[config.mk]
export PLATFORM = sky130hd
export DESIGN_NAME = label_overlay_blend
export DESIGN_NICKNAME = d
export VERILOG_FILES = /design/src/lob_pkg.sv /design/src/lob_colour.sv /design/src/label_overlay_blend.sv
export SDC_FILE = /design/constraint.sdc
export NUM_CORES = 2
export LEC_CHECK = 0
export ABC_AREA = 1
export BUFFER_PORTS_ARGS = -buffer_cell sky130_fd_sc_hd__buf_2
export CAP_MARGIN = 20
export CORE_MARGIN = 1
export CORE_UTILIZATION = 55
export CTS_CLUSTER_DIAMETER = 100
export DETAILED_ROUTE_END_ITERATION = 8
export PLACE_DENSITY_LB_ADDON = 0.2
export SLEW_MARGIN = 10
export SYNTH_ARGS = -nofsm -noshare
export SYNTH_HDL_FRONTEND = slang
export SYNTH_SLANG_ARGS = --single-unit
[constraint.sdc]
create_clock -name clk -period 27.5 [get_ports clk]
set_input_delay 6.875 -clock clk [delete_from_list [all_inputs] [get_ports clk]]
set_output_delay 6.875 -clock clk [all_outputs]
set_load 0.05 [all_outputs]
[src/lob_pkg.sv]
// ----------------------------------------------------------------------------
// lob_pkg
// shared types and constants for the label overlay blend pipeline
// ----------------------------------------------------------------------------
package lob_pkg;

  // label field width on the port
  localparam int LABEL_W = 16;

  // golden-angle hue step as a 24-bit fraction of a turn
  localparam logic [22:0] HUE_STEP = 23'd6408326;

  // ramp 255*(0.05+0.95*t): (265*2^24 + 4845*g) / (5*2^26), half up
  localparam logic [36:0] RAMP_BIAS = 37'd265 << 24;
  localparam logic [12:0] RAMP_GAIN = 13'd4845;
  // x/5 as (x*1639)>>13, exact for x below 1280
  localparam logic [10:0] DIV5_MUL  = 11'd1639;

  localparam logic [7:0] CH_HI = 8'd255;
  localparam logic [7:0] CH_LO = 8'd13;

  // overlay modes
  localparam logic [1:0] MODE_RED     = 2'd0;
  localparam logic [1:0] MODE_LABEL8  = 2'd1;
  localparam logic [1:0] MODE_LABEL16 = 2'd2;

  // configuration register indexes
  localparam logic [1:0] CFG_ALPHA     = 2'd0;
  localparam logic [1:0] CFG_MODE      = 2'd1;
  localparam logic [1:0] CFG_FAN_EN    = 2'd2;
  localparam logic [1:0] CFG_FAN_THRSH = 2'd3;

  typedef struct packed {
    logic [7:0] r;
    logic [7:0] g;
    logic [7:0] b;
  } rgb_t;

  // per-word sideband that travels beside the colour pipe
  typedef struct packed {
    logic [7:0] gray;
    logic       colour_sel;
    logic       red_sel;
  } side_t;

endpackage

[src/lob_colour.sv]
// ----------------------------------------------------------------------------
// lob_colour
// four-stage label to golden-angle hsv colour (s 0.95, v 1)
// ----------------------------------------------------------------------------
module lob_colour
  import lob_pkg::*;
(
  input  logic               clk,
  input  logic               en,
  input  logic [LABEL_W-1:0] label,
  output rgb_t               rgb
);

  // stage 1: hue fraction
  logic [23:0] hue_r, hue_nxt;
  // stage 2: sector and ramp position
  logic [2:0]  sec2_r;
  logic [24:0] pos_r, pos_nxt;
  logic [26:0] hp;
  // stage 3: ramp numerator quotient by 2^26
  logic [2:0]  sec3_r;
  logic [10:0] q_r, q_nxt;
  logic [36:0] ramp_sum;
  // stage 4: channels
  rgb_t        rgb_r, rgb_nxt;
  logic [21:0] div_prod;
  logic [7:0]  t;

  logic [38:0] hue_prod;

  assign hue_prod = 39'(label) * 39'(HUE_STEP);
  assign hue_nxt  = hue_prod[23:0];

  // hue * 6 by shift and add
  assign hp      = {1'b0, hue_r, 2'b00} + {2'b00, hue_r, 1'b0};
  assign pos_nxt = hp[24] ? (25'd1 << 24) - {1'b0, hp[23:0]} : {1'b0, hp[23:0]};

  assign ramp_sum = RAMP_BIAS + 37'(pos_r) * 37'(RAMP_GAIN);
  assign q_nxt    = ramp_sum[36:26];

  assign div_prod = 22'(q_r) * 22'(DIV5_MUL);
  assign t        = div_prod[20:13];

  always_comb begin
    case (sec3_r)
      3'd0:    rgb_nxt = '{r: CH_HI, g: t,     b: CH_LO};
      3'd1:    rgb_nxt = '{r: t,     g: CH_HI, b: CH_LO};
      3'd2:    rgb_nxt = '{r: CH_LO, g: CH_HI, b: t};
      3'd3:    rgb_nxt = '{r: CH_LO, g: t,     b: CH_HI};
      3'd4:    rgb_nxt = '{r: t,     g: CH_LO, b: CH_HI};
      default: rgb_nxt = '{r: CH_HI, g: CH_LO, b: t};
    endcase
  end

  always_ff @(posedge clk) begin
    if (en) begin
      hue_r  <= hue_nxt;
      sec2_r <= hp[26:24];
      pos_r  <= pos_nxt;
      sec3_r <= sec2_r;
      q_r    <= q_nxt;
      rgb_r  <= rgb_nxt;
    end
  end

  assign rgb = rgb_r;

endmodule

[src/label_overlay_blend.sv]
// ----------------------------------------------------------------------------
// label_overlay_blend
// overlays a segmentation label colour on a gray sonar pixel, alpha blended
// ----------------------------------------------------------------------------
//  channel | ports                                      | handshake
//  --------+--------------------------------------------+------------------
//  in      | in_sonar_level, in_label_id, in_mask_hit   | in_valid/in_stall
//  out     | out_blue, out_green, out_red               | out_valid/out_stall
//  cfg     | cfg_addr, cfg_wdata                        | cfg_we
//
//  one word per clock unless out_stall holds the pipe, through four colour
//  stages and a blend stage; the rate is set by the pipe, nothing iterates
//  synchronous active-low reset clears valid bits and loads register defaults
//  the whole pipe holds while the output word is valid and stalled, so
//  in_stall follows out_stall only then
// ----------------------------------------------------------------------------
module label_overlay_blend
  import lob_pkg::*;
#(
  parameter int LABEL_BITS = 16
) (
  input  logic               clk,
  input  logic               rst_n,
  // input words
  input  logic               in_valid,
  output logic               in_stall,
  input  logic [7:0]         in_sonar_level,
  input  logic [LABEL_W-1:0] in_label_id,
  input  logic               in_mask_hit,
  // result words
  output logic               out_valid,
  input  logic               out_stall,
  output logic [7:0]         out_blue,
  output logic [7:0]         out_green,
  output logic [7:0]         out_red,
  // register writes
  input  logic               cfg_we,
  input  logic [1:0]         cfg_addr,
  input  logic [8:0]         cfg_wdata
);

  localparam int NSTG = 4;
  localparam logic [LABEL_W-1:0] LabelMask = LABEL_W'((32'd1 << LABEL_BITS) - 1);

  // configuration registers
  logic [8:0] alpha_r;
  logic [1:0] mode_r;
  logic       fan_en_r;
  logic [7:0] fan_thr_r;

  // pipe control
  logic        en;
  logic        vld_r [NSTG];
  side_t       side_r [NSTG];
  side_t       side_in;
  logic [LABEL_W-1:0] lab;
  logic        colour_mode;
  rgb_t        col_rgb;

  // blend stage
  logic [8:0]  a_sat;
  rgb_t        ov;
  logic        fan_gray;
  rgb_t        res_nxt, res_r;
  logic        out_vld_r;

  // advance whenever the output word is empty or taken
  assign en       = !out_vld_r || !out_stall;
  assign in_stall = !en;

  // -- register port
  always_ff @(posedge clk) begin
    if (!rst_n) begin
      alpha_r   <= 9'd166;
      mode_r    <= MODE_RED;
      fan_en_r  <= 1'b1;
      fan_thr_r <= 8'd5;
    end else if (cfg_we) begin
      case (cfg_addr)
        CFG_ALPHA:     alpha_r   <= cfg_wdata;
        CFG_MODE:      mode_r    <= cfg_wdata[1:0];
        CFG_FAN_EN:    fan_en_r  <= cfg_wdata[0];
        CFG_FAN_THRSH: fan_thr_r <= cfg_wdata[7:0];
        default:       ;
      endcase
    end
  end

  // -- overlay selection on entry
  // mode three has no meaning and falls back to the red mask
  assign colour_mode = (mode_r == MODE_LABEL8) || (mode_r == MODE_LABEL16);
  assign lab = (mode_r == MODE_LABEL8) ? {{(LABEL_W-8){1'b0}}, in_label_id[7:0]}
                                       : (in_label_id & LabelMask);

  always_comb begin
    side_in.gray       = in_sonar_level;
    side_in.colour_sel = colour_mode && (lab != '0);
    side_in.red_sel    = !colour_mode && in_mask_hit;
  end

  // -- colour pipe, four stages
  lob_colour u_colour (
    .clk   (clk),
    .en    (en),
    .label (lab),
    .rgb   (col_rgb)
  );

  // sideband shift line aligned with the colour stages
  always_ff @(posedge clk) begin
    if (!rst_n) begin
      for (int i = 0; i < NSTG; i++) vld_r[i] <= 1'b0;
    end else if (en) begin
      vld_r[0] <= in_valid;
      for (int i = 1; i < NSTG; i++) vld_r[i] <= vld_r[i-1];
    end
  end

  always_ff @(posedge clk) begin
    if (en) begin
      side_r[0] <= side_in;
      for (int i = 1; i < NSTG; i++) side_r[i] <= side_r[i-1];
    end
  end

  // -- blend stage
  function automatic logic [7:0] blend_ch(input logic [7:0] o, input logic [7:0] gy,
                                          input logic [8:0] a);
    logic [16:0] acc;
    acc = 17'(a) * 17'(o) + 17'(9'd256 - a) * 17'(gy) + 17'd128;
    return (acc[16:8] > 9'd255) ? 8'd255 : acc[15:8];
  endfunction

  // alpha above unity clamps to unity
  assign a_sat = alpha_r[8] ? 9'd256 : alpha_r;

  always_comb begin
    if (side_r[NSTG-1].colour_sel) begin
      ov = col_rgb;
    end else if (side_r[NSTG-1].red_sel) begin
      ov = '{r: 8'd255, g: 8'd0, b: 8'd0};
    end else begin
      ov = '{r: side_r[NSTG-1].gray, g: side_r[NSTG-1].gray, b: side_r[NSTG-1].gray};
    end
  end

  // with fan gating enabled, a pixel outside the sonar fan (gray at or below the threshold) stays plain gray
  assign fan_gray = fan_en_r && (side_r[NSTG-1].gray <= fan_thr_r);

  always_comb begin
    if (fan_gray) begin
      res_nxt = '{r: side_r[NSTG-1].gray, g: side_r[NSTG-1].gray,
                  b: side_r[NSTG-1].gray};
    end else begin
      res_nxt.r = blend_ch(ov.r, side_r[NSTG-1].gray, a_sat);
      res_nxt.g = blend_ch(ov.g, side_r[NSTG-1].gray, a_sat);
      res_nxt.b = blend_ch(ov.b, side_r[NSTG-1].gray, a_sat);
    end
  end

  always_ff @(posedge clk) begin
    if (!rst_n) begin
      out_vld_r <= 1'b0;
    end else if (en) begin
      out_vld_r <= vld_r[NSTG-1];
    end
  end

  always_ff @(posedge clk) begin
    if (en) begin
      res_r <= res_nxt;
    end
  end

  assign out_valid = out_vld_r;
  assign out_red   = res_r.r;
  assign out_green = res_r.g;
  assign out_blue  = res_r.b;

  // -- checks
  // a label colour always has one full channel and no channel below the floor
  a_colour_range: assert property (@(posedge clk) disable iff (!rst_n)
    vld_r[NSTG-1] && side_r[NSTG-1].colour_sel |->
      (col_rgb.r == CH_HI || col_rgb.g == CH_HI || col_rgb.b == CH_HI) &&
      col_rgb.r >= CH_LO && col_rgb.g >= CH_LO && col_rgb.b >= CH_LO)
    else $error("label colour out of range");

  // a stalled result freezes the last pipe stage too
  a_stall_hold: assert property (@(posedge clk) disable iff (!rst_n)
    out_vld_r && out_stall |=> $stable(side_r[NSTG-1]) && $stable(vld_r[NSTG-1]))
    else $error("pipe moved under output stall");

  // a taken result with an empty stage behind it leaves the output empty
  a_drain: assert property (@(posedge clk) disable iff (!rst_n)
    out_vld_r && !out_stall && !vld_r[NSTG-1] |=> !out_vld_r)
    else $error("result word repeated");

endmodule
Yosys cells after proc, flatten, opt, wreduce, memory -nomap -nowiden --
Memory sizes are Yosys's and may differ from the RTL's. A register that Yosys moved wholly into a read port is not among the register bits. Index checks and enable logic that the tools add are counted.
Storage, ports and cells: logic and storage cells 88, memories kept 2, memory bits (writable) 44, bits of input ports 41, bits in registers 133, output and inout bits 26
Operators by class: $add $sub $neg 10, $lt $le $gt $ge 4, equal/unequal tests 9, bitwise logic cells 4, reduce and logical (&&, ||, !) cells 17, multiply operators 7, multiplexer cells 19
Memories:
- side_r | words 4, width 10, read ports 4, clocked after Yosys merged registers in 0, wr ports 4, RTL line label_overlay_blend.sv:54 | side_t side_r [NSTG];
- vld_r | words 4, width 1, read ports 4, clocked after Yosys merged registers in 1, wr ports 4, RTL line label_overlay_blend.sv:53 | logic vld_r [NSTG];
Operators with widths (count):
- $pmux W24 S5 | 1
- $mux W24 | 4
- $add A17 B17 Y17 | 3
- $add A17 B8 Y17 const B | 3
- $mul A9 B8 Y17 | 3
- $add A33 B37 Y37 const A | 1
- $mul A25 B13 Y37 const B | 1
- $add A26 B25 Y27 | 1
- $gt A9 B8 Y1 const B | 3
- $sub A25 B24 Y25 const A | 1
- $mux W8 | 3
- $mul A16 B22 Y23 const B | 1
- $mul A11 B11 Y21 const B | 1
- $mul A10 B9 Y17 | 1
- $mux W16 | 1
- $reduce_bool A16 Y1 | 1
- $sub A9 B9 Y10 const A | 1
- $mux W1 | 9
- $mux W9 | 1
- $le A8 B8 Y1 | 1
- $reduce_and A2 Y1 | 4
- $eq A2 B2 Y1 const B | 3
- $eq A3 B2 Y1 const B | 2
- $logic_not A1 Y1 | 5
- 8 further kinds | 15

Longest topological paths before layout --
An unclocked memory read counts as a cell.
depth after elaboration 9, mapped depth 45, gate-level depth less buffers 44

By module --
Synthesis repeated with hierarchy kept, for this count alone.
Unflattened totals: cells, all modules 3634, area, all modules 31246.2 µm²
Modules (own cells, without submodules):
- lob_colour | sequential area each 2612.5 µm², instances 1, cells an instance 1745, area each 15997.8 µm²
- label_overlay_blend | sequential area each 2432.3 µm², instances 1, cells an instance 1889, area each 15248.4 µm²

Worst setup path after synthesis --
OpenSTA, ideal clock, no wires.
kind input to output, start input out_stall, end output in_stall, cell stages on the path 2, slack 9249 ps, buffers on the path 0, required time 20625 ps, arrival time 11376 ps, cell sequence nand2_1 -> inv_1
Between the ends: cells in the longest elaborated chain, start to end 3
RTL lines:
- start, declared | RTL line label_overlay_blend.sv:32 | input logic out_stall,
- $logic_not A1 Y1 | RTL line label_overlay_blend.sv:68 | assign en = !out_vld_r || !out_stall;
- $logic_or A1 B1 Y1 | RTL line label_overlay_blend.sv:68
- $logic_not A1 Y1 | RTL line label_overlay_blend.sv:69 | assign in_stall = !en;
- end, declared | RTL line label_overlay_blend.sv:26 | output logic in_stall,
No other way between the ends.

Final worst setup path --
Same ends and word-level chain as after synthesis.

==> impl_metrics.tcl <==
set metrics [dict create \
    portBuffers 66 \
    diodes 0 \
    drt-vias-per-instance 5.15 \
    layout_common_cells "inv_1 (911), nand2_1 (551), ha_1 (512)" \
    core_um2 55400 \
    path_max_fanout 13 \
    grt_overflow_total 0 \
    startpoint_type "primary input" \
    timing.hold.ws_ps 417 \
    drc_errors 0 \
    ios 67 \
    cts.reportedPaths.clkPinSlew_ps 70 \
    setup_tns_ps 0 \
    dp_worst_setup_slack_ps 13170 \
    synth_top_cell_by_area "fa_1" \
    crit_top_cell "buf_2" \
    synth_area_um2 31000 \
    arrival_ps 7440 \
    cts_resized 0 \
    seq_area_frac_synth 0.163 \
    place_hpwl_um 59400 \
    max_slew_margin 0.330 \
    holdBufCountCts 0 \
    hold_violations 0 \
    syn_avg_cell_area_um2 8.65 \
    drt_wl_total_um 69300 \
    vias 22800 \
    die_w_um 240 \
    async_flop_share 0 \
    grt_max_degree 91 \
    slew_violations 0 \
    rsz0062_at_grt "no" \
    place_area_um2 32300 \
    cp_slowest_stage_delay_ps 260 \
    clock_sinks 176 \
    yosysWarnings 0 \
    fin_skew_ps 8.51 \
    worst-path-buf-inv 3 \
    clk_latency_ps 490 \
    synth_area_leaders "fa_1 (27%), ha_1 (21%), edfxtp_1 (15%)" \
    crit_path_end_kind "output port" \
    start_util 0.560 \
    netlist-cell-type-count 56 \
    cp.required_ps 20620 \
    first_global_vias 23100 \
    drive_gt1_frac 0.0512 \
    antenna_found_initial 0 \
    grt_util_all_layers 0.256 \
    yosys_register_bits 176 \
    slowest_stage "buf_2" \
    synth_top_area_frac 0.273 \
    status "complete, no violations" \
    setup_violations 0 \
    synth-edff-count 152 \
    dr.pass1.iters 5 \
    numCtsBuffers 17 \
    drtIter0Drc 988 \
    max_freq_ghz 0.0698 \
    synthCells 3587 \
    wire_per_inst_um 15.7 \
    grt_pass1_wl_um 114000 \
    clock_path_buffers 2 \
    final_common_cell "inv_1" \
    syn2layout_area_growth_pct 6.08 \
    worstSetupPathType "in2out" \
    dieArea_um2 57400 \
    tritoncts "yes" \
    row_count 86 \
    htree_levels 4 \
    nets 4638 \
    fin_area_um2 32900 \
    gp_congestion 0.919 \
    hp-class "reg2reg" \
    layout_setup_ws_ps 13180 \
    tightest_slew_ps 998 \
    cts_root_buf "clkbuf_16" \
    critical-path-top-delay-family "buffers and inverters" \
    period_minus_slack_ps 14320 \
    post-cts-setup-buffers 0 \
    fp.dieH_um 240 \
    drv_cap 0 \
    crit_chain "buf_2 -> nand2_4 -> inv_1 -> buf_2" \
    min_period_over_period 0.521 \
    antenna_left 0 \
    synth_flop_cell "edfxtp_1" \
]
==> registers in the layout, indices dropped and copies added, names as in the netlist, 4 cells and up <==
signal / cells
u_colour.q_r: 11
u_colour.pos_r: 23
u_colour.rgb: 24
vld_r: 4
out_red: 8
out_blue: 8
u_colour.hue_r: 23
out_green: 8
side_r: 40
alpha_r: 9
fan_thr_r: 8
==> cell usage after synthesis, drive strengths merged, types with 16 or more instances <==
cell	n
inv	918
nand2	574
ha	512
fa	423
nor2	281
a21oi	153
edfxtp	152
o21ai	109
nand3	103
xor2	69
xnor2	54
nand4	34
clkbuf	29
dfxtp	24
nor3	24
nand3b	16
==> metrics by stage <==
stage,utilization,instances
after floorplan,-,3598
after global placement,0.583,4389
after detailed placement,0.583,4389
after CTS,0.594,4421
after global routing,0.594,4423
final,0.594,4423
==> final timing paths <==
path	from	depth (start not counted)	endpoint	slack, ps
hold / removal	side_r[1][8]$_DFFE_PN_	0	side_r[2][8]$_DFFE_PN_	420
setup reg to reg	alpha_r[8]$_SDFFE_PN0P_	41	out_red[7]$_DFFE_PN_	16610
setup / recovery	out_stall	4	in_stall	13180
hold reg to reg	side_r[1][8]$_DFFE_PN_	0	side_r[2][8]$_DFFE_PN_	420
==> layer usage <==
layer	wire, um	GRT usage
met4	2980	0.109
met3	3110	0.0319
met1	30200	0.329
met5	0	0
met2	33100	0.432
==> logic make-up after synthesis <==
family,after synthesis,synth area share
other cells,2,0.000242
simple gates,1055,0.146
fa+ha+maj,935,0.479
flops,176,0.163
buf+inv,961,0.117
xor+xnor,123,0.0347
compound gates,335,0.0609
==> final cells by class <==
type | count | area (um2)
fillers | 4946 | 22500
multi-input cells | 2461 | 22400
flip-flops and latches | 176 | 5040
inverters | 926 | 3480
well taps | 748 | 936
repair buffers | 80 | 448
clock buffers | 18 | 439
clock inverters | 14 | 158
Power is not shown: default switching activity piles up to over one toggle a cycle in this logic, so the estimate is an artifact.
